<file path="config.mk">
export PLATFORM = sky130hd
export DESIGN_NAME = db_value_to_text_formatter_flat
export DESIGN_NICKNAME = d
export VERILOG_FILES = /design/src/hdl/db_vtf_pkg.sv /design/src/hdl/db_vtf_if.sv /design/src/hdl/db_vtf_front.sv /design/src/hdl/db_vtf_queue.sv /design/src/hdl/db_vtf_back.sv /design/src/hdl/db_value_to_text_formatter.sv /design/src/flat_wrapper.sv
export VERILOG_INCLUDE_DIRS = /design/src /design/src/hdl
export SDC_FILE = /design/constraint.sdc
export NUM_CORES = 1
export LEC_CHECK = 0
export ABC_AREA = 1
export BUFFER_PORTS_ARGS = -buffer_cell sky130_fd_sc_hd__buf_2
export CAP_MARGIN = 20
export CORE_ASPECT_RATIO = 0.75
export CORE_UTILIZATION = 40
export CTS_CLUSTER_DIAMETER = 40
export DETAILED_ROUTE_END_ITERATION = 10
export GPL_TIMING_DRIVEN = 1
export SYNTH_ARGS = -nofsm -noshare
export SYNTH_HDL_FRONTEND = slang
export SYNTH_SLANG_ARGS = --single-unit
</file>
<file path="constraint.sdc">
create_clock -name i_clk -period 9.5 [get_ports i_clk]
set_input_delay 1.9 -clock i_clk [delete_from_list [all_inputs] [get_ports i_clk]]
set_output_delay 1.9 -clock i_clk [all_outputs]
set_load 0.005 [all_outputs]
</file>
<file path="src/hdl/db_value_to_text_formatter_defines.svh">
// Assertion macros used by the formatter back end.
`ifndef DB_VALUE_TO_TEXT_FORMATTER_DEFINES_SVH
`define DB_VALUE_TO_TEXT_FORMATTER_DEFINES_SVH
`ifndef SYNTH
`define VTF_ASSERT(lbl, clk, rstn, prop, msg) \
    lbl: assert property (@(posedge clk) disable iff (!rstn) prop) else $error(msg);
`define VTF_ASSERT_ALWAYS(lbl, clk, prop, msg) \
    lbl: assert property (@(posedge clk) prop) else $error(msg);
`else
`define VTF_ASSERT(lbl, clk, rstn, prop, msg)
`define VTF_ASSERT_ALWAYS(lbl, clk, prop, msg)
`endif
`endif

</file>
<file path="src/hdl/db_vtf_pkg.sv">
// Types, constants and helper functions of the value to text formatter.
package db_vtf_pkg;

    localparam logic [2:0] KIND_NULL    = 3'd0;
    localparam logic [2:0] KIND_DATE    = 3'd1;
    localparam logic [2:0] KIND_DTIME   = 3'd2;
    localparam logic [2:0] KIND_CHAR    = 3'd3;
    localparam logic [2:0] KIND_VARCHAR = 3'd4;

    localparam logic [63:0] DATE_NULL  = 64'h0000_0000_ffff_fffe;
    localparam logic [63:0] DTIME_NULL = 64'hffff_ffff_ffff_fffe;
    localparam logic [63:0] CHR_NULL_1 = 64'h0000_0000_0000_00fe;
    localparam logic [63:0] CHR_NULL_2 = 64'h0000_0000_0000_feff;
    localparam logic [63:0] CHR_NULL_4 = 64'h0000_0000_feff_ffff;
    localparam logic [63:0] CHR_NULL_8 = 64'hfeff_ffff_ffff_ffff;
    localparam logic [63:0] INT_NULL_8 = 64'h8000_0000_0000_0000;
    localparam logic [63:0] INT_NULL_4 = 64'h0000_0000_8000_0000;
    localparam logic [63:0] INT_NULL_2 = 64'h0000_0000_0000_8000;
    localparam logic [63:0] INT_NULL_1 = 64'h0000_0000_0000_0080;

    localparam logic [4:0] SCALE_MAX = 5'd18;
    localparam logic [7:0] SEP_RESET = 8'd44;
    localparam logic       REG_SEPARATOR = 1'b0;

    localparam logic [7:0] ASCII_0     = 8'h30;
    localparam logic [7:0] ASCII_DASH  = 8'h2d;
    localparam logic [7:0] ASCII_DOT   = 8'h2e;
    localparam logic [7:0] ASCII_SPACE = 8'h20;
    localparam logic [7:0] ASCII_COLON = 8'h3a;

    localparam int BCD_DIGITS = 20;
    localparam int BCD_W      = 4 * BCD_DIGITS;

    typedef enum logic [2:0] {
        MODE_NONE, MODE_DATE, MODE_DTIME, MODE_CHARS, MODE_DEC
    } t_mode;

    typedef enum logic [2:0] {
        ST_IDLE, ST_CONV, ST_SKIP, ST_TEXT, ST_SEP
    } t_state;

    typedef struct packed {
        t_mode       mode;
        logic        neg;
        logic [63:0] value;
        logic [3:0]  count;
        logic [4:0]  scale;
    } t_desc;

    // Tens digit of a value below 64, by multiplication with 13/128.
    function automatic logic [3:0] tens6(input logic [5:0] t);
        logic [9:0] p;
        p = 10'(t) * 10'd13;
        return {1'b0, p[9:7]};
    endfunction

    function automatic logic [3:0] ones6(input logic [5:0] t);
        logic [5:0] q;
        q = 6'(tens6(t)) * 6'd10;
        return 4'(t - q);
    endfunction

    // One double dabble correction over all BCD digits.
    function automatic logic [BCD_W-1:0] bcd_adjust(input logic [BCD_W-1:0] b);
        logic [BCD_W-1:0] r;
        for (int k = 0; k < BCD_DIGITS; k++) begin
            r[4*k +: 4] = (b[4*k +: 4] >= 4'd5) ? b[4*k +: 4] + 4'd3 : b[4*k +: 4];
        end
        return r;
    endfunction

endpackage

</file>
<file path="src/hdl/db_vtf_if.sv">
// Valid/ready channel interfaces for column values and text bytes.
interface db_vtf_in_if;
    logic        valid;
    logic        ready;
    logic [63:0] value;
    logic [2:0]  col_kind;
    logic [7:0]  col_width;
    logic [4:0]  scale;
    modport source(output valid, value, col_kind, col_width, scale, input ready);
    modport sink(input valid, value, col_kind, col_width, scale, output ready);
endinterface

interface db_vtf_out_if;
    logic       valid;
    logic       ready;
    logic [7:0] char_byte;
    logic       last;
    modport source(output valid, char_byte, last, input ready);
    modport sink(input valid, char_byte, last, output ready);
endinterface

</file>
<file path="src/hdl/db_vtf_front.sv">
// Front end: accepts column values and classifies them into job descriptors.
module db_vtf_front (
    db_vtf_in_if.sink          i_in,
    input  logic               i_full,
    output logic               o_push,
    output db_vtf_pkg::t_desc  o_desc
);

    logic [63:0] mag;
    logic [63:0] chr_null;
    logic        int_ok;

    assign i_in.ready = !i_full;
    assign o_push     = i_in.valid && !i_full;
    assign mag        = i_in.value[63] ? (64'd0 - i_in.value) : i_in.value;

    always_comb begin
        case (i_in.col_width)
            8'd1:    chr_null = (i_in.col_kind == db_vtf_pkg::KIND_VARCHAR) ?
                                db_vtf_pkg::CHR_NULL_2 : db_vtf_pkg::CHR_NULL_1;
            8'd2:    chr_null = (i_in.col_kind == db_vtf_pkg::KIND_VARCHAR) ?
                                db_vtf_pkg::CHR_NULL_4 : db_vtf_pkg::CHR_NULL_2;
            8'd3:    chr_null = db_vtf_pkg::CHR_NULL_4;
            8'd4:    chr_null = (i_in.col_kind == db_vtf_pkg::KIND_VARCHAR) ?
                                db_vtf_pkg::CHR_NULL_8 : db_vtf_pkg::CHR_NULL_4;
            default: chr_null = db_vtf_pkg::CHR_NULL_8;
        endcase
    end

    always_comb begin
        case (i_in.col_width)
            8'd8:    int_ok = i_in.value != db_vtf_pkg::INT_NULL_8;
            8'd4:    int_ok = i_in.value != db_vtf_pkg::INT_NULL_4;
            8'd2:    int_ok = i_in.value != db_vtf_pkg::INT_NULL_2;
            8'd1:    int_ok = i_in.value != db_vtf_pkg::INT_NULL_1;
            default: int_ok = 1'b0;
        endcase
    end

    always_comb begin
        o_desc.mode  = db_vtf_pkg::MODE_NONE;
        o_desc.neg   = 1'b0;
        o_desc.value = i_in.value;
        o_desc.count = i_in.col_width[3:0];
        o_desc.scale = 5'd0;
        case (i_in.col_kind)
            db_vtf_pkg::KIND_NULL: begin
            end
            db_vtf_pkg::KIND_DATE: begin
                if (i_in.value != db_vtf_pkg::DATE_NULL) o_desc.mode = db_vtf_pkg::MODE_DATE;
            end
            db_vtf_pkg::KIND_DTIME: begin
                if (i_in.value != db_vtf_pkg::DTIME_NULL) o_desc.mode = db_vtf_pkg::MODE_DTIME;
            end
            db_vtf_pkg::KIND_CHAR, db_vtf_pkg::KIND_VARCHAR: begin
                if (i_in.col_width inside {[8'd1:8'd8]}) begin
                    if (i_in.value != chr_null) o_desc.mode = db_vtf_pkg::MODE_CHARS;
                end else begin
                    // Char columns outside widths 1 to 8 print as plain signed decimal.
                    o_desc.mode  = db_vtf_pkg::MODE_DEC;
                    o_desc.neg   = i_in.value[63];
                    o_desc.value = mag;
                end
            end
            default: begin
                if (int_ok) begin
                    o_desc.mode  = db_vtf_pkg::MODE_DEC;
                    o_desc.neg   = i_in.value[63];
                    o_desc.value = mag;
                    o_desc.scale = (i_in.scale > db_vtf_pkg::SCALE_MAX) ?
                                   db_vtf_pkg::SCALE_MAX : i_in.scale;
                end
            end
        endcase
    end

endmodule

</file>
<file path="src/hdl/db_vtf_queue.sv">
// Two-entry descriptor queue between the front and back ends.
module db_vtf_queue (
    input  logic               i_clk,
    input  logic               i_rst_n,
    input  logic               i_push,
    input  db_vtf_pkg::t_desc  i_wdata,
    output logic               o_full,
    input  logic               i_pop,
    output db_vtf_pkg::t_desc  o_rdata,
    output logic               o_empty
);

    db_vtf_pkg::t_desc r_mem [2];
    logic              r_wptr, r_rptr;
    logic [1:0]        r_count;

    assign o_full  = r_count == 2'd2;
    assign o_empty = r_count == 2'd0;
    assign o_rdata = r_mem[r_rptr];

    always_ff @(posedge i_clk) begin
        if (i_push) r_mem[r_wptr] <= i_wdata;
    end

    always_ff @(posedge i_clk) begin
        if (!i_rst_n) begin
            r_wptr  <= 1'b0;
            r_rptr  <= 1'b0;
            r_count <= 2'd0;
        end else begin
            if (i_push) r_wptr <= !r_wptr;
            if (i_pop)  r_rptr <= !r_rptr;
            r_count <= r_count + 2'(i_push) - 2'(i_pop);
        end
    end

endmodule

</file>
<file path="src/hdl/db_vtf_back.sv">
// Back end: bit-serial binary to BCD conversion and byte-wise text emission.
`include "db_value_to_text_formatter_defines.svh"
module db_vtf_back #(
    parameter int MAX_CHARS = 22
) (
    input  logic               i_clk,
    input  logic               i_rst_n,
    input  db_vtf_pkg::t_desc  i_desc,
    input  logic               i_empty,
    output logic               o_pop,
    input  logic [7:0]         i_separator,
    db_vtf_out_if.source       o_out
);

    localparam int CW = $clog2(MAX_CHARS + 1);
    localparam int BW = db_vtf_pkg::BCD_W;

    db_vtf_pkg::t_state r_state, n_state;
    db_vtf_pkg::t_mode  r_mode;
    logic               r_neg, n_neg;
    logic [63:0]        r_value, n_value;
    logic [63:0]        r_bin, n_bin;
    logic [BW-1:0]      r_bcd, n_bcd;
    logic [5:0]         r_iter, n_iter;
    logic [4:0]         r_pos, n_pos;
    logic [3:0]         r_count;
    logic [4:0]         r_scale;
    logic               r_point, n_point;
    logic [CW-1:0]      r_cnt, n_cnt;
    logic               r_out_valid, n_out_valid;
    logic [7:0]         r_out_byte, n_out_byte;
    logic               r_out_last, n_out_last;

    logic       out_free, emit, cap_hit, skip_more, text_done;
    logic [7:0] text_byte, date_byte, y_hi;
    logic [5:0] p_day, p_hr, p_min, p_sec;
    logic [3:0] p_mon;
    logic [3:0] top_digit;

    assign out_free  = !r_out_valid || o_out.ready;
    assign emit      = (r_state == db_vtf_pkg::ST_TEXT || r_state == db_vtf_pkg::ST_SEP)
                       && out_free;
    assign cap_hit   = r_cnt == CW'(MAX_CHARS - 1);
    assign top_digit = r_bcd[BW-1 -: 4];
    assign skip_more = (top_digit == 4'd0) && (r_pos != 5'd0) && (r_pos >= r_scale);
    assign o_pop     = (r_state == db_vtf_pkg::ST_IDLE) && !i_empty;

    assign o_out.valid     = r_out_valid;
    assign o_out.char_byte = r_out_byte;
    assign o_out.last      = r_out_last;

    // Date parts; the year comes out of the converter as five BCD digits.
    always_comb begin
        if (r_mode == db_vtf_pkg::MODE_DATE) begin
            p_day = r_value[11:6];
            p_mon = r_value[15:12];
        end else begin
            p_day = r_value[43:38];
            p_mon = r_value[47:44];
        end
        p_sec = r_value[25:20];
        p_min = r_value[31:26];
        p_hr  = r_value[37:32];
        y_hi  = {4'd0, r_bcd[19:16]} * 8'd10 + {4'd0, r_bcd[15:12]};
    end

    always_comb begin
        case (r_pos)
            5'd0:    date_byte = db_vtf_pkg::ASCII_0 + y_hi;
            5'd1:    date_byte = db_vtf_pkg::ASCII_0 + {4'd0, r_bcd[11:8]};
            5'd2:    date_byte = db_vtf_pkg::ASCII_0 + {4'd0, r_bcd[7:4]};
            5'd3:    date_byte = db_vtf_pkg::ASCII_0 + {4'd0, r_bcd[3:0]};
            5'd4:    date_byte = db_vtf_pkg::ASCII_DASH;
            5'd5:    date_byte = db_vtf_pkg::ASCII_0 + {4'd0, db_vtf_pkg::tens6({2'd0, p_mon})};
            5'd6:    date_byte = db_vtf_pkg::ASCII_0 + {4'd0, db_vtf_pkg::ones6({2'd0, p_mon})};
            5'd7:    date_byte = db_vtf_pkg::ASCII_DASH;
            5'd8:    date_byte = db_vtf_pkg::ASCII_0 + {4'd0, db_vtf_pkg::tens6(p_day)};
            5'd9:    date_byte = db_vtf_pkg::ASCII_0 + {4'd0, db_vtf_pkg::ones6(p_day)};
            5'd10:   date_byte = db_vtf_pkg::ASCII_SPACE;
            5'd11:   date_byte = db_vtf_pkg::ASCII_0 + {4'd0, db_vtf_pkg::tens6(p_hr)};
            5'd12:   date_byte = db_vtf_pkg::ASCII_0 + {4'd0, db_vtf_pkg::ones6(p_hr)};
            5'd13:   date_byte = db_vtf_pkg::ASCII_COLON;
            5'd14:   date_byte = db_vtf_pkg::ASCII_0 + {4'd0, db_vtf_pkg::tens6(p_min)};
            5'd15:   date_byte = db_vtf_pkg::ASCII_0 + {4'd0, db_vtf_pkg::ones6(p_min)};
            5'd16:   date_byte = db_vtf_pkg::ASCII_COLON;
            5'd17:   date_byte = db_vtf_pkg::ASCII_0 + {4'd0, db_vtf_pkg::tens6(p_sec)};
            default: date_byte = db_vtf_pkg::ASCII_0 + {4'd0, db_vtf_pkg::ones6(p_sec)};
        endcase
    end

    always_comb begin
        case (r_mode)
            db_vtf_pkg::MODE_DATE: begin
                text_byte = date_byte;
                text_done = r_pos == 5'd9;
            end
            db_vtf_pkg::MODE_DTIME: begin
                text_byte = date_byte;
                text_done = r_pos == 5'd18;
            end
            db_vtf_pkg::MODE_CHARS: begin
                text_byte = r_value[7:0];
                text_done = r_pos == (5'(r_count) - 5'd1);
            end
            db_vtf_pkg::MODE_DEC: begin
                if (r_neg) begin
                    text_byte = db_vtf_pkg::ASCII_DASH;
                    text_done = 1'b0;
                end else if (r_scale != 5'd0 && r_pos == r_scale - 5'd1 && !r_point) begin
                    text_byte = db_vtf_pkg::ASCII_DOT;
                    text_done = 1'b0;
                end else begin
                    text_byte = db_vtf_pkg::ASCII_0 + {4'd0, top_digit};
                    text_done = r_pos == 5'd0;
                end
            end
            default: begin
                text_byte = i_separator;
                text_done = 1'b1;
            end
        endcase
    end

    // Next state.
    always_comb begin
        n_state = r_state;
        case (r_state)
            db_vtf_pkg::ST_IDLE: begin
                if (!i_empty) begin
                    case (i_desc.mode)
                        db_vtf_pkg::MODE_DATE, db_vtf_pkg::MODE_DTIME,
                        db_vtf_pkg::MODE_DEC:   n_state = db_vtf_pkg::ST_CONV;
                        db_vtf_pkg::MODE_CHARS: n_state = db_vtf_pkg::ST_TEXT;
                        default:                n_state = db_vtf_pkg::ST_SEP;
                    endcase
                end
            end
            db_vtf_pkg::ST_CONV: begin
                if (r_iter == 6'd0) begin
                    n_state = (r_mode == db_vtf_pkg::MODE_DEC) ?
                              db_vtf_pkg::ST_SKIP : db_vtf_pkg::ST_TEXT;
                end
            end
            db_vtf_pkg::ST_SKIP: begin
                if (!skip_more) n_state = db_vtf_pkg::ST_TEXT;
            end
            db_vtf_pkg::ST_TEXT: begin
                if (emit) begin
                    if (cap_hit)        n_state = db_vtf_pkg::ST_IDLE;
                    else if (text_done) n_state = db_vtf_pkg::ST_SEP;
                end
            end
            db_vtf_pkg::ST_SEP: begin
                if (out_free) n_state = db_vtf_pkg::ST_IDLE;
            end
            default: n_state = db_vtf_pkg::ST_IDLE;
        endcase
    end

    // Datapath and output register.
    always_comb begin
        n_neg       = r_neg;
        n_value     = r_value;
        n_bin       = r_bin;
        n_bcd       = r_bcd;
        n_iter      = r_iter;
        n_pos       = r_pos;
        n_point     = r_point;
        n_cnt       = r_cnt;
        n_out_valid = r_out_valid && !o_out.ready;
        n_out_byte  = r_out_byte;
        n_out_last  = r_out_last;
        case (r_state)
            db_vtf_pkg::ST_IDLE: begin
                n_neg   = i_desc.neg;
                n_value = i_desc.value;
                n_bcd   = '0;
                n_point = 1'b0;
                n_cnt   = '0;
                case (i_desc.mode)
                    db_vtf_pkg::MODE_DATE: n_bin = {i_desc.value[31:16], 48'd0};
                    db_vtf_pkg::MODE_DTIME: n_bin = {i_desc.value[63:48], 48'd0};
                    default:               n_bin = i_desc.value;
                endcase
                n_iter = (i_desc.mode == db_vtf_pkg::MODE_DEC) ? 6'd63 : 6'd15;
                n_pos  = (i_desc.mode == db_vtf_pkg::MODE_DEC) ?
                         5'(db_vtf_pkg::BCD_DIGITS - 1) : 5'd0;
            end
            db_vtf_pkg::ST_CONV: begin
                {n_bcd, n_bin} = {db_vtf_pkg::bcd_adjust(r_bcd), r_bin} << 1;
                n_iter = r_iter - 6'd1;
            end
            db_vtf_pkg::ST_SKIP: begin
                if (skip_more) begin
                    n_bcd = r_bcd << 4;
                    n_pos = r_pos - 5'd1;
                end
            end
            db_vtf_pkg::ST_TEXT: begin
                if (emit) begin
                    n_out_valid = 1'b1;
                    n_out_byte  = text_byte;
                    n_out_last  = cap_hit;
                    n_cnt       = r_cnt + CW'(1);
                    case (r_mode)
                        db_vtf_pkg::MODE_CHARS: begin
                            n_value = r_value >> 8;
                            n_pos   = r_pos + 5'd1;
                        end
                        db_vtf_pkg::MODE_DEC: begin
                            if (r_neg) begin
                                n_neg = 1'b0;
                            end else if (text_byte == db_vtf_pkg::ASCII_DOT && !r_point) begin
                                n_point = 1'b1;
                            end else begin
                                n_bcd = r_bcd << 4;
                                n_pos = r_pos - 5'd1;
                            end
                        end
                        default: n_pos = r_pos + 5'd1;
                    endcase
                end
            end
            db_vtf_pkg::ST_SEP: begin
                if (emit) begin
                    n_out_valid = 1'b1;
                    n_out_byte  = i_separator;
                    n_out_last  = 1'b1;
                    n_cnt       = r_cnt + CW'(1);
                end
            end
            default: begin
            end
        endcase
    end

    always_ff @(posedge i_clk) begin
        if (!i_rst_n) begin
            r_state     <= db_vtf_pkg::ST_IDLE;
            r_out_valid <= 1'b0;
            r_cnt       <= '0;
            r_iter      <= '0;
        end else begin
            r_state     <= n_state;
            r_out_valid <= n_out_valid;
            r_cnt       <= n_cnt;
            r_iter      <= n_iter;
        end
    end

    always_ff @(posedge i_clk) begin
        if (o_pop) begin
            r_mode  <= i_desc.mode;
            r_count <= i_desc.count;
            r_scale <= i_desc.scale;
        end
        r_neg      <= n_neg;
        r_value    <= n_value;
        r_bin      <= n_bin;
        r_bcd      <= n_bcd;
        r_pos      <= n_pos;
        r_point    <= n_point;
        r_out_byte <= n_out_byte;
        r_out_last <= n_out_last;
    end

    `VTF_ASSERT(a_cnt_bound, i_clk, i_rst_n, r_cnt <= CW'(MAX_CHARS), "field exceeds buffer")
    `VTF_ASSERT(a_conv_end, i_clk, i_rst_n, (r_state == db_vtf_pkg::ST_CONV && r_iter == 6'd0) |=> (r_state != db_vtf_pkg::ST_CONV), "converter overran")
    `VTF_ASSERT(a_sep_last, i_clk, i_rst_n, (r_state == db_vtf_pkg::ST_SEP && out_free) |=> (r_out_valid && r_out_last), "separator not flagged last")

endmodule

</file>
<file path="src/hdl/db_value_to_text_formatter.sv">
// An accepted item is written to the queue and fetched by the back end when it is idle; a date,
// datetime or decimal is converted to BCD first, and a decimal has its leading zeros stripped.
// Later bytes follow one per cycle while the output is ready. The back end takes one item at a time
// (fetch, up to 64 converter steps, leading zeros, bytes, separator).
// The queue holds two more items, so the input stalls only while it is full.
// Reset is synchronous, active low: queue empty, back end idle, separator set to ','.
module db_value_to_text_formatter #(
    parameter int MAX_FIELD_CHARS = 22
) (
    input  logic         i_clk,
    input  logic         i_rst_n,
    db_vtf_in_if.sink    i_in,
    db_vtf_out_if.source o_out,
    input  logic         psel,
    input  logic         penable,
    input  logic         pwrite,
    input  logic [2:0]   paddr,
    input  logic [31:0]  pwdata,
    output logic [31:0]  prdata,
    output logic         pready
);

    logic [7:0]        r_separator;
    logic              push, pop, full, empty;
    db_vtf_pkg::t_desc desc_in, desc_out;

    assign pready = 1'b1;
    assign prdata = (paddr[2] == db_vtf_pkg::REG_SEPARATOR) ? {24'd0, r_separator} : 32'd0;

    always_ff @(posedge i_clk) begin
        if (!i_rst_n) begin
            r_separator <= db_vtf_pkg::SEP_RESET;
        end else if (psel && penable && pwrite && pready
                     && paddr[2] == db_vtf_pkg::REG_SEPARATOR) begin
            r_separator <= pwdata[7:0];
        end
    end

    db_vtf_front u_front (
        .i_in   (i_in),
        .i_full (full),
        .o_push (push),
        .o_desc (desc_in)
    );

    db_vtf_queue u_queue (
        .i_clk   (i_clk),
        .i_rst_n (i_rst_n),
        .i_push  (push),
        .i_wdata (desc_in),
        .o_full  (full),
        .i_pop   (pop),
        .o_rdata (desc_out),
        .o_empty (empty)
    );

    db_vtf_back #(
        .MAX_CHARS (MAX_FIELD_CHARS)
    ) u_back (
        .i_clk       (i_clk),
        .i_rst_n     (i_rst_n),
        .i_desc      (desc_out),
        .i_empty     (empty),
        .o_pop       (pop),
        .i_separator (r_separator),
        .o_out       (o_out)
    );

endmodule
</file>
<file path="src/flat_wrapper.sv">
// flat-port wrapper written by rule: the top's interface ports become plain ports
module db_value_to_text_formatter_flat 
#(
    parameter int MAX_FIELD_CHARS = 22
)
  (i_clk, i_rst_n, psel, penable, pwrite, paddr, pwdata, prdata, pready, i_in_valid, i_in_value, i_in_col_kind, i_in_col_width, i_in_scale, i_in_ready, o_out_valid, o_out_char_byte, o_out_last, o_out_ready);
  db_vtf_in_if i_in_i ();
  db_vtf_out_if o_out_i ();
  input  logic i_clk;
  input  logic i_rst_n;
  input  logic psel;
  input  logic penable;
  input  logic pwrite;
  input  logic [2:0] paddr;
  input  logic [31:0] pwdata;
  output logic [31:0] prdata;
  output logic pready;
  input wire logic [$bits(i_in_i.valid)-1:0] i_in_valid;
  input wire logic [$bits(i_in_i.value)-1:0] i_in_value;
  input wire logic [$bits(i_in_i.col_kind)-1:0] i_in_col_kind;
  input wire logic [$bits(i_in_i.col_width)-1:0] i_in_col_width;
  input wire logic [$bits(i_in_i.scale)-1:0] i_in_scale;
  output wire logic [$bits(i_in_i.ready)-1:0] i_in_ready;
  output wire logic [$bits(o_out_i.valid)-1:0] o_out_valid;
  output wire logic [$bits(o_out_i.char_byte)-1:0] o_out_char_byte;
  output wire logic [$bits(o_out_i.last)-1:0] o_out_last;
  input wire logic [$bits(o_out_i.ready)-1:0] o_out_ready;
  assign i_in_i.valid = i_in_valid;
  assign i_in_i.value = i_in_value;
  assign i_in_i.col_kind = i_in_col_kind;
  assign i_in_i.col_width = i_in_col_width;
  assign i_in_i.scale = i_in_scale;
  assign i_in_ready = i_in_i.ready;
  assign o_out_valid = o_out_i.valid;
  assign o_out_char_byte = o_out_i.char_byte;
  assign o_out_last = o_out_i.last;
  assign o_out_i.ready = o_out_ready;
  db_value_to_text_formatter #(.MAX_FIELD_CHARS(MAX_FIELD_CHARS)) u_core (.i_clk(i_clk), .i_rst_n(i_rst_n), .i_in(i_in_i), .o_out(o_out_i), .psel(psel), .penable(penable), .pwrite(pwrite), .paddr(paddr), .pwdata(pwdata), .prdata(prdata), .pready(pready));
endmodule
</file>
# --- Word-level counts from Yosys, hierarchy flattened ---
# Memories as Yosys holds them, arrays and structs flattened. A register that Yosys moved wholly into a read port is not among the register bits.
# Index checks and enable logic that the tools add are counted.
classes:
  reduce_logical: 52
  eq_ne: 67
  mul: 11
  n_addsub: 50
  bitwise_logic: 1
  order_cmp: 24
  n_mux: 99
op_table:
  columns: ["cell", "n"]
  rows:
  - ["$mux W80", 5]
  - ["$pmux W64 S2", 3]
  - ["$pmux W80 S4", 1]
  - ["$mux W64", 4]
  - ["$pmux W64 S4", 1]
  - ["$pmux W65 S2", 1]
  - ["$ne A64 B32 Y1 const B", 2]
  - ["$ne A64 B64 Y1 const B", 2]
  - ["$pmux W8 S16", 1]
  - ["$ge A4 B3 Y1 const B", 20]
  - ["$mux W4", 20]
  - ["$add A4 B2 Y4 const B", 19]
  - ["$mux W68", 1]
  - ["$mux W65", 1]
  - ["$ne A64 B16 Y1 const B", 1]
  - ["$ne A64 B64 Y1", 1]
  - ["$ne A64 B8 Y1 const B", 1]
  - ["$sub A1 B64 Y64 const A", 1]
  - ["$add A6 B4 Y7 const A", 9]
  - ["$mux W5", 10]
  - ["$eq A5 B4 Y1 const B", 8]
  - ["$mul A6 B4 Y10 const B", 4]
  - ["$mux W32", 1]
  - ["$add A6 B3 Y7 const A", 4]
  - ["73 further kinds", 183]
word_totals:
  reg_bits: 263
  input_bits: 122
  mem_count: 1
  ram_bits: 154
memory_table:
  columns: ["memory", "depth", "width", "read_ports", "rd_clocked_by_memory_dff", "write_ports", "line_no", "source"]
  rows:
  - ["u_core.u_queue.r_mem", 2, 77, 1, 1, 1, "db_vtf_queue.sv:13", "db_vtf_pkg::t_desc r_mem [2];"]

# --- Depth between registers and ports, before layout ---
# Gate-level depths: netlist of the first run.
depth:
  word_depth: 15
  ltp_mapped: 34
  mapped_depth_nobuf: 33

# --- Cells and area by module ---
# Synthesis of the first run repeated with hierarchy kept, for this count alone.
unflattened:
  cells_unflattened: 3453
  area_unflattened_um2: 28836.4
by_module_without_submodules:
  columns: ["module", "instances", "area_each_um2", "cells_per_inst"]
  rows:
  - ["db_vtf_back", 1, 16523.3, 1976]
  - ["db_vtf_queue", 1, 5916.9, 273]
  - ["db_vtf_front", 1, 5749.3, 1109]
  - ["db_value_to_text_formatter", 1, 646.9, 95]

# --- Worst setup path before layout of the first run ---
# OpenSTA, ideal clock, no wires.
synth_path:
  path_type: "flip-flop to flip-flop"
  start: "register u_core.u_back.r_mode[2]"
  end: "register u_core.u_back.r_bcd[0], enable pin"
  path_stages_with_launch: 31
  required_time_ns: 8.955
  setup_slack_ns: 0.998
  path_buffers: 1
  t_arrival_ns: 7.957
  setup_ns: 0.545
  path_cell_list: "edfxtp_1 > inv_1 > nand3_2 > clkbuf_1 > o21ai_0 > inv_1 > ha_1 > inv_1 > ha_1 > ha_1 > inv_1 > nor3_1 > nand4_1 > nand2_1 > nand2_1 > and2_1 > fa_1 > inv_1 > nand2_1 > nand4_1 > nor2_1 > nand3_1 > nor2_1 > nand2_1 > nand2_1 > a21oi_2 > inv_1 > nor2_1 > nand2_1 > nor2_1 > a21oi_1"
synth_between:
  elab_chain_len: 12
synth_lines:
  columns: ["element", "line_no", "source"]
  rows:
  - ["from (decl)", "db_vtf_back.sv:19", "db_vtf_pkg::t_mode r_mode;"]
  - ["from (signal assigned)", "db_vtf_back.sv:253", "r_mode <= i_desc.mode;"]
  - ["$eq A3 B1 Y1", "db_vtf_back.sv:54, db_vtf_back.sv:92", null]
  - ["$mux W6 / $mux W4 (equally long branches)", "db_vtf_back.sv:54", "if (r_mode == db_vtf_pkg::MODE_DATE) begin"]
  - ["$mul A6 B4 Y10 / $mul A4 B4 Y8 (equally long branches)", "db_vtf_pkg.sv:53", "p = 10'(t) * 10'd13;"]
  - ["$mul A3 B3 Y3 / $mul A1 B3 Y3 (equally long branches)", "db_vtf_pkg.sv:59", "q = 6'(tens6(t)) * 6'd10;"]
  - ["$sub A4 B4 Y4", "db_vtf_pkg.sv:60", "return 4'(t - q);"]
  - ["$add A6 B4 Y7 (on tied branches)", "db_vtf_back.sv:78, db_vtf_back.sv:75", null]
  - ["$pmux W8 S16", "db_vtf_back.sv:68", "case (r_pos)"]
  - ["$pmux W8 S3", "db_vtf_back.sv:92", "case (r_mode)"]
  - ["$eq A8 B6 Y1", "db_vtf_back.sv:213", "end else if (text_byte == db_vtf_pkg::ASCII_DOT && !r_point) begin"]
  - ["$logic_and A1 B1 Y1", "db_vtf_back.sv:213", null]
  - ["$ne A2 B2 Y1 (no line)", null, null]
  - ["$reduce_and A6 Y1 (no line) (*)", null, null]
  - ["to (signal assigned)", "db_vtf_back.sv:260", "r_bcd <= n_bcd;"]
  - ["to (decl)", "db_vtf_back.sv:23", "logic [BW-1:0] r_bcd, n_bcd;"]
# Every way passes the cells marked *; elsewhere a longest branch is shown, timed or not.
# A chain may end at the register's enable or synchronous reset.

# --- Worst setup path after layout of the first run ---
layout_path:
  start: "register u_core.u_back.r_mode[2]"
  end: "register u_core.u_back.r_bcd[56], enable pin"
# Same word-level chain as after synthesis.

==> impl_metrics.env, run 1 <==
export IMPL_p_comb_frac=0.462
export IMPL_drtPass1Iterations=5
export IMPL_max_slew_margin=0.321
export IMPL_rsz0062_at_grt="no"
export IMPL_post_cts_resized=0
export IMPL_io_pins=166
export IMPL_cp_end_kind="flip-flop"
export IMPL_drive_above_1_share=0.0955
export IMPL_cp_num_buf_inv=7
export IMPL_cp_top_family="simple AND/OR/NAND/NOR gates"
export IMPL_status="finished clean"
export IMPL_synth_area_leaders="edfxtp_1, nand2_1, ha_1"
export IMPL_fmax_ghz=0.165
export IMPL_reg2reg_from="u_core.u_back.r_mode[2]$_DFFE_PP_"
export IMPL_synth_cell_types=64
export IMPL_postPlaceCellArea_um2=28200
export IMPL_power_share_sequential=0.312
export IMPL_clk_latency_ps=610
export IMPL_power_mw=11.1
export IMPL_critical_path_class="reg -> reg"
export IMPL_cts_tree="done"
export IMPL_max_vdd_ir_drop_uv=180
export IMPL_synth_edf_count=390
export IMPL_finalNonFillerCells=4140
export IMPL_num_fill_cells=6258
export IMPL_syn_area_um2=26800
export IMPL_route_detailed_drc=0
export IMPL_worst_ep_arrival_time_ps=6270
export IMPL_drv_slew=0
export IMPL_die_h_um=226
export IMPL_yosysWarnings=0
export IMPL_ys_ff_latch=418
export IMPL_vias=21969
export IMPL_finalClockSkew_ps=32.8
export IMPL_slowest_delay_ps=560
export IMPL_num_rows=81
export IMPL_drt_iter0_drc=2215
export IMPL_ant_nets=0
export IMPL_portBuffers=114
export IMPL_dpl_cell_count=4013
export IMPL_hold_viol=0
export IMPL_ctsHoldBuffers=0
export IMPL_cts_root_buffer="clkbuf_16"
export IMPL_core_area_um2=65800
export IMPL_dp_slack_ps=3470
export IMPL_drv_cap=0
export IMPL_ff2ff_path_depth=30
export IMPL_cts_setup_buffers=0
export IMPL_hp_class="reg -> reg"
export IMPL_power_density_nw_per_um2=363
export IMPL_clk_pin_slew_ps=60
export IMPL_setup_viol=0
export IMPL_syn_to_final_growth_pct=13.6
export IMPL_fin_nets=3487
export IMPL_grt_pass1_wl_um=116000
export IMPL_leakage_nw=12.5
export IMPL_routed_wl_um=74500
export IMPL_min_period_over_period=0.636
export IMPL_tightest_slew_ps=990
export IMPL_final_cell_area_um2=30500
export IMPL_wl_per_cell_um=18.0
export IMPL_cts_sinks=418
export IMPL_start_util=0.408
export IMPL_grt_antenna_before_repair=7
export IMPL_die_w_um=301
export IMPL_p_switching_mw=4.78
export IMPL_pwr_share_clk=0.226
export IMPL_min_from="u_core.u_queue.r_rptr$_SDFFE_PN0P_"
export IMPL_finalWorstPathRequiredPeriod_ps=6050
export IMPL_setup_ws_ps=3450
export IMPL_first_global_vias=19975
export IMPL_synthFlopType="edfxtp_1"
export IMPL_yosysTopAreaCell="edfxtp_1"
export IMPL_cts_made_buffers=68
export IMPL_gp_congestion=0.960
export IMPL_p_int_mw=6.28
export IMPL_dp_hpwl_um=53200
export IMPL_ys_seq_area_frac=0.457
export IMPL_synth_avg_cell_area_um2=8.59
export IMPL_fin_tns_setup_ps=0
export IMPL_grt_overflow_total=0
export IMPL_p_sw_frac=0.432
export IMPL_required_ps=9730
export IMPL_async_reset_ff_frac=0
export IMPL_syn_inst=3123
export IMPL_cp_slowest_cell="buf_4"
export IMPL_critical_path_max_fanout=51
export IMPL_critPathLaunch="u_core.u_back.r_mode[2]$_DFFE_PP_"
export IMPL_clk_path_buf_depth=3
export IMPL_grt_total_usage=0.219
export IMPL_min_path_cells=1
export IMPL_yosys_area_top_type_share=0.436
export IMPL_crit_cells=30
export IMPL_die_area_um2=68200
export IMPL_htreeDepth=3
export IMPL_cp_start_kind="flip-flop"
export IMPL_routed_via_density=5.31
export IMPL_grt_max_degree=87
## layout by cell type (no fill, tap or decap), drive strengths merged, types with 81 or more instances in the layout
cell type and count:
o21ai 320, edfxtp 390, xor2 86, a21oi 94
clkbuf 81, ha 138, inv 443, nand2 595
nand3 221, buf 137, nor2 262
## worst register-to-register path, delay by kind of cell (launching register included)
| kind | cells | cell delay, ps |
|---|---|---|
| buf+inv | 7 | 1110 |
| fa+ha+maj | 4 | 1430 |
| flops | 1 | 420 |
| compound gates | 3 | 690 |
| simple gates | 16 | 1970 |
## routing by layer
metal / GRT usage / vias up / part of all wire
li1: - / 10863 / -
met1: 0.335 / 10243 / 0.49
met2: 0.311 / 736 / 0.41
met3: 0.0450 / 119 / 0.077
met4: 0.0540 / 8 / 0.022
met5: 0 / - / 0.00067
## power by group through the flow
stage               Sequential (mW)  Combinational (mW)  Clock, mW
CTS                            3.45                5.11       2.53
floorplan                      3.33                3.79          0
global placement               3.47                5.01          0
finish                         3.46                5.11       2.49
global route                   3.53                5.90       2.61
detailed placement             3.47                5.08          0
## cells in the mapped netlist, types with 15 or more instances
| master | n |
|---|---|
| nand2_1 | 591 |
| o22ai_1 | 31 |
| ha_1 | 138 |
| inv_1 | 423 |
| o211ai_1 | 42 |
| o32ai_1 | 19 |
| clkbuf_1 | 79 |
| nand4_1 | 47 |
| dfxtp_1 | 28 |
| nor4_1 | 24 |
| buf_1 | 15 |
| buf_4 | 25 |
| xor2_1 | 86 |
| nor3_1 | 48 |
| edfxtp_1 | 390 |
| mux2i_1 | 64 |
| nor2_1 | 256 |
| a21oi_1 | 92 |
| nand3_1 | 219 |
| o21ai_0 | 307 |
## cell type report
| cell class | count | area (um2) | share of cell area |
|---|---|---|---|
| Inverter | 431 | 1620 | 0.0531 |
| Tap cell | 871 | 1090 | 0.0357 |
| Clock inverter | 44 | 489 | 0.0160 |
| Antenna cell | 1 | 2.50 | 0.0000820 |
| Sequential cell | 418 | 12300 | 0.402 |
| Multi-Input combinational cell | 2157 | 12400 | 0.407 |
| Timing Repair Buffer | 137 | 761 | 0.0249 |
| Clock buffer | 81 | 1850 | 0.0605 |
## sequential cells by signal, indices dropped and copies added, names as in the netlist, 2 cells and up, named ones only
signal	cells
u_core.r_separator	8
u_core.u_back.r_count	4
u_core.u_back.o_out.char_byte	8
u_core.u_back.r_iter	6
u_core.u_queue.r_mem	154
u_core.u_back.r_cnt	5
u_core.u_queue.r_count	2
u_core.u_back.r_scale	5
u_core.u_back.r_state	3
u_core.u_back.r_mode	3
u_core.u_back.r_value	64
u_core.u_back.r_bin	64
u_core.u_back.r_pos	5
u_core.u_back.r_bcd	80
## path summary, 6_finish.rpt
kind / slack [ps] / end
setup reg to reg: 3450 / u_core.u_back.r_bcd[56]$_DFFE_PP_
hold / removal: 440 / flip-flop
setup / recovery: 3450 / u_core.u_back.r_bcd[56]$_DFFE_PP_
hold reg to reg: 440 / flip-flop
## stage by stage
| stage | util | hold slack [ps] |
|---|---|---|
| after floorplan | - | 426 |
| after global placement | 0.428 | 426 |
| after detailed placement | 0.428 | 431 |
| after CTS | 0.464 | 442 |
| after global routing | 0.464 | 471 |
| final | 0.464 | 444 |
## cells by family (layout without fill, tap and decap cells)
kind of cell               Yosys count  after routing  synth area share
and+or+nand+nor                   1240           1240             0.201
AOI/OAI and AO/OA                  568            568             0.121
other                                2             26          0.000280
xor gates and xnor gates            98             98            0.0320
buffers and inverters              571            693            0.0855
DFF                                418            418             0.457
adders and majority gates          152            152            0.0748
muxes                               74             74            0.0281
Note: power is estimated with default switching activity, not from simulation.
==> run 2: changes to the inputs <==
Clock period 9.5 ns to 5.4 ns, I/O delays scaled along.
==> impl_metrics.env, run 2 (same netlist as run 1, synthesis figures left out) <==
export IMPL_status="finished clean"
export IMPL_cp_end_kind="flip-flop"
export IMPL_grt_total_usage=0.218
export IMPL_first_global_vias=19985
export IMPL_dpl_cell_count=4025
export IMPL_pwr_share_clk=0.198
export IMPL_gp_congestion=0.958
export IMPL_postPlaceCellArea_um2=28300
export IMPL_cts_root_buffer="clkbuf_16"
export IMPL_max_vdd_ir_drop_uv=357
export IMPL_power_share_sequential=0.312
export IMPL_portBuffers=114
export IMPL_largest_register="u_core.u_queue.r_mem"
export IMPL_routed_wl_um=75000
export IMPL_io_pins=166
export IMPL_die_w_um=301
export IMPL_cts_sinks=418
export IMPL_core_area_um2=65800
export IMPL_rsz0062_at_grt="no"
export IMPL_p_switching_mw=8.41
export IMPL_finalNonFillerCells=4148
export IMPL_max_slew_margin=0.304
export IMPL_finalWorstPathRequiredPeriod_ps=4990
export IMPL_setup_ws_ps=414
export IMPL_p_comb_frac=0.490
export IMPL_ant_nets=0
export IMPL_critical_path_class="reg -> reg"
export IMPL_critical_path_max_fanout=24
export IMPL_cts_made_buffers=57
export IMPL_slowest_delay_ps=500
export IMPL_route_detailed_drc=0
export IMPL_p_sw_frac=0.435
export IMPL_hold_viol=0
export IMPL_grt_pass1_wl_um=115000
export IMPL_finalClockSkew_ps=24.7
export IMPL_drv_cap=0
export IMPL_htreeDepth=2
export IMPL_num_fill_cells=6320
export IMPL_dp_slack_ps=287
export IMPL_final_cell_mix="nand2_1, inv_1, edfxtp_1"
export IMPL_wl_per_cell_um=18.1
export IMPL_cp_start_kind="flip-flop"
export IMPL_tightest_slew_ps=1040
export IMPL_postLayoutCoreUtil=0.464
export IMPL_setup_viol=0
export IMPL_power_mw=19.3
export IMPL_min_period_over_period=0.923
export IMPL_fmax_ghz=0.201
export IMPL_start_util=0.408
export IMPL_routed_via_density=5.28
export IMPL_dp_hpwl_um=54200
export IMPL_largestRegisters="u_core.u_queue.r_mem (154), u_core.u_back.r_bcd (80)"
export IMPL_crit_path_frequent_cell="nand2_1"
export IMPL_hp_class="reg -> reg"
export IMPL_grt_antenna_before_repair=7
export IMPL_grt_overflow_total=0
export IMPL_fin_nets=3503
export IMPL_required_ps=5690
export IMPL_p_int_mw=10.9
export IMPL_cts_tree="done"
export IMPL_power_density_nw_per_um2=633
export IMPL_r2r_slack_ps=410
export IMPL_clk_path_buf_depth=3
export IMPL_clk_pin_slew_ps=60
export IMPL_die_h_um=226
export IMPL_leakage_nw=12.5
export IMPL_final_cell_area_um2=30500
export IMPL_vias=21919
export IMPL_die_area_um2=68200
export IMPL_grt_max_degree=123
export IMPL_drive_above_1_share=0.101
export IMPL_drtPass1Iterations=5
export IMPL_clk_latency_ps=620
export IMPL_worst_ep_arrival_time_ps=5280
export IMPL_drt_iter0_drc=1958
export IMPL_largest_register_ff_count=154
export IMPL_mostFrequentLayoutCell="nand2_1"
export IMPL_cp_slowest_cell="fa_1"
export IMPL_syn_to_final_growth_pct=13.6
export IMPL_num_rows=81
export IMPL_drv_slew=0
## run 2: cell types whose count changed in the layout (fill, tap and decap cells not counted), moves of 3 or more
cell,delta
clkinv_1,+3
clkbuf_16,-13
clkinvlp_4,-6
ha_4,+3
buf_4,+21
o21ai_0,-3
buf_12,+3
ha_1,-3
## run 2: final timing paths
| path | start | end | cells after the start |
|---|---|---|---|
| setup / recovery | u_core.u_back.r_value[34]$_DFFE_PP_ | u_core.u_back.r_bcd[57]$_DFFE_PP_ | 29 |
| hold / removal | u_core.u_queue.r_rptr$_SDFFE_PN0P_ | flip-flop | 1 |
| setup reg to reg | u_core.u_back.r_value[34]$_DFFE_PP_ | u_core.u_back.r_bcd[57]$_DFFE_PP_ | 29 |
| hold reg to reg | u_core.u_queue.r_rptr$_SDFFE_PN0P_ | flip-flop | 1 |
## run 2: layer usage
metal | global-route usage | wire length, um | vias up
li1 | - | - | 10880
met1 | 0.334 | 36500 | 10198
met2 | 0.314 | 31200 | 735
met3 | 0.0412 | 6020 | 96
met4 | 0.0516 | 1270 | 10
met5 | 0 | 62 | -
## run 2: final cells by class
cell class / instances / area, um2 / share of cell area
tap: 871 / 1090 / 0.0357
clock inverter: 40 / 463 / 0.0152
clock buffer: 66 / 1490 / 0.0489
antenna: 1 / 2.50 / 0.0000821
sequential: 418 / 12300 / 0.403
timing repair buffer: 163 / 1020 / 0.0334
inverter: 431 / 1630 / 0.0533
multi-input combinational: 2158 / 12500 / 0.411
## run 2: power groups by stage
| stage | Combinational, mW | Clock (mW) | Sequential [mW] |
|---|---|---|---|
| finish | 9.47 | 3.82 | 6.02 |
| global route | 10.8 | 4.02 | 6.16 |
| CTS | 9.25 | 3.89 | 6.02 |
| detailed placement | 9.17 | 0 | 6.06 |
| global placement | 9.09 | 0 | 6.06 |
| floorplan | 6.78 | 0 | 5.83 |
## run 2: per-stage QoR
stage / setup TNS, ps / hold WS [ps]
after global placement: 0 / 427
after global routing: 0 / 479
after detailed placement: 0 / 435
after floorplan: -14360 / 426
final: 0 / 451
after CTS: 0 / 453
## run 2: what timing repair did
item                                    4_1_cts  5_1_grt
resized for setup                             0        8
endpoints found under the setup margin        0       85
buffers inserted                              0       12
hold buffers                                  0        0
## run 2: critical path: cells and delay by family (launching register included)
kind	cells	cell delay, ps
adder cells (fa/ha/maj)	5	1670
AND/OR/NAND/NOR	15	1420
buffers and inverters	6	500
flip-flops	1	470
AO/OA/AOI/OAI	2	420
XOR/XNOR	1	160
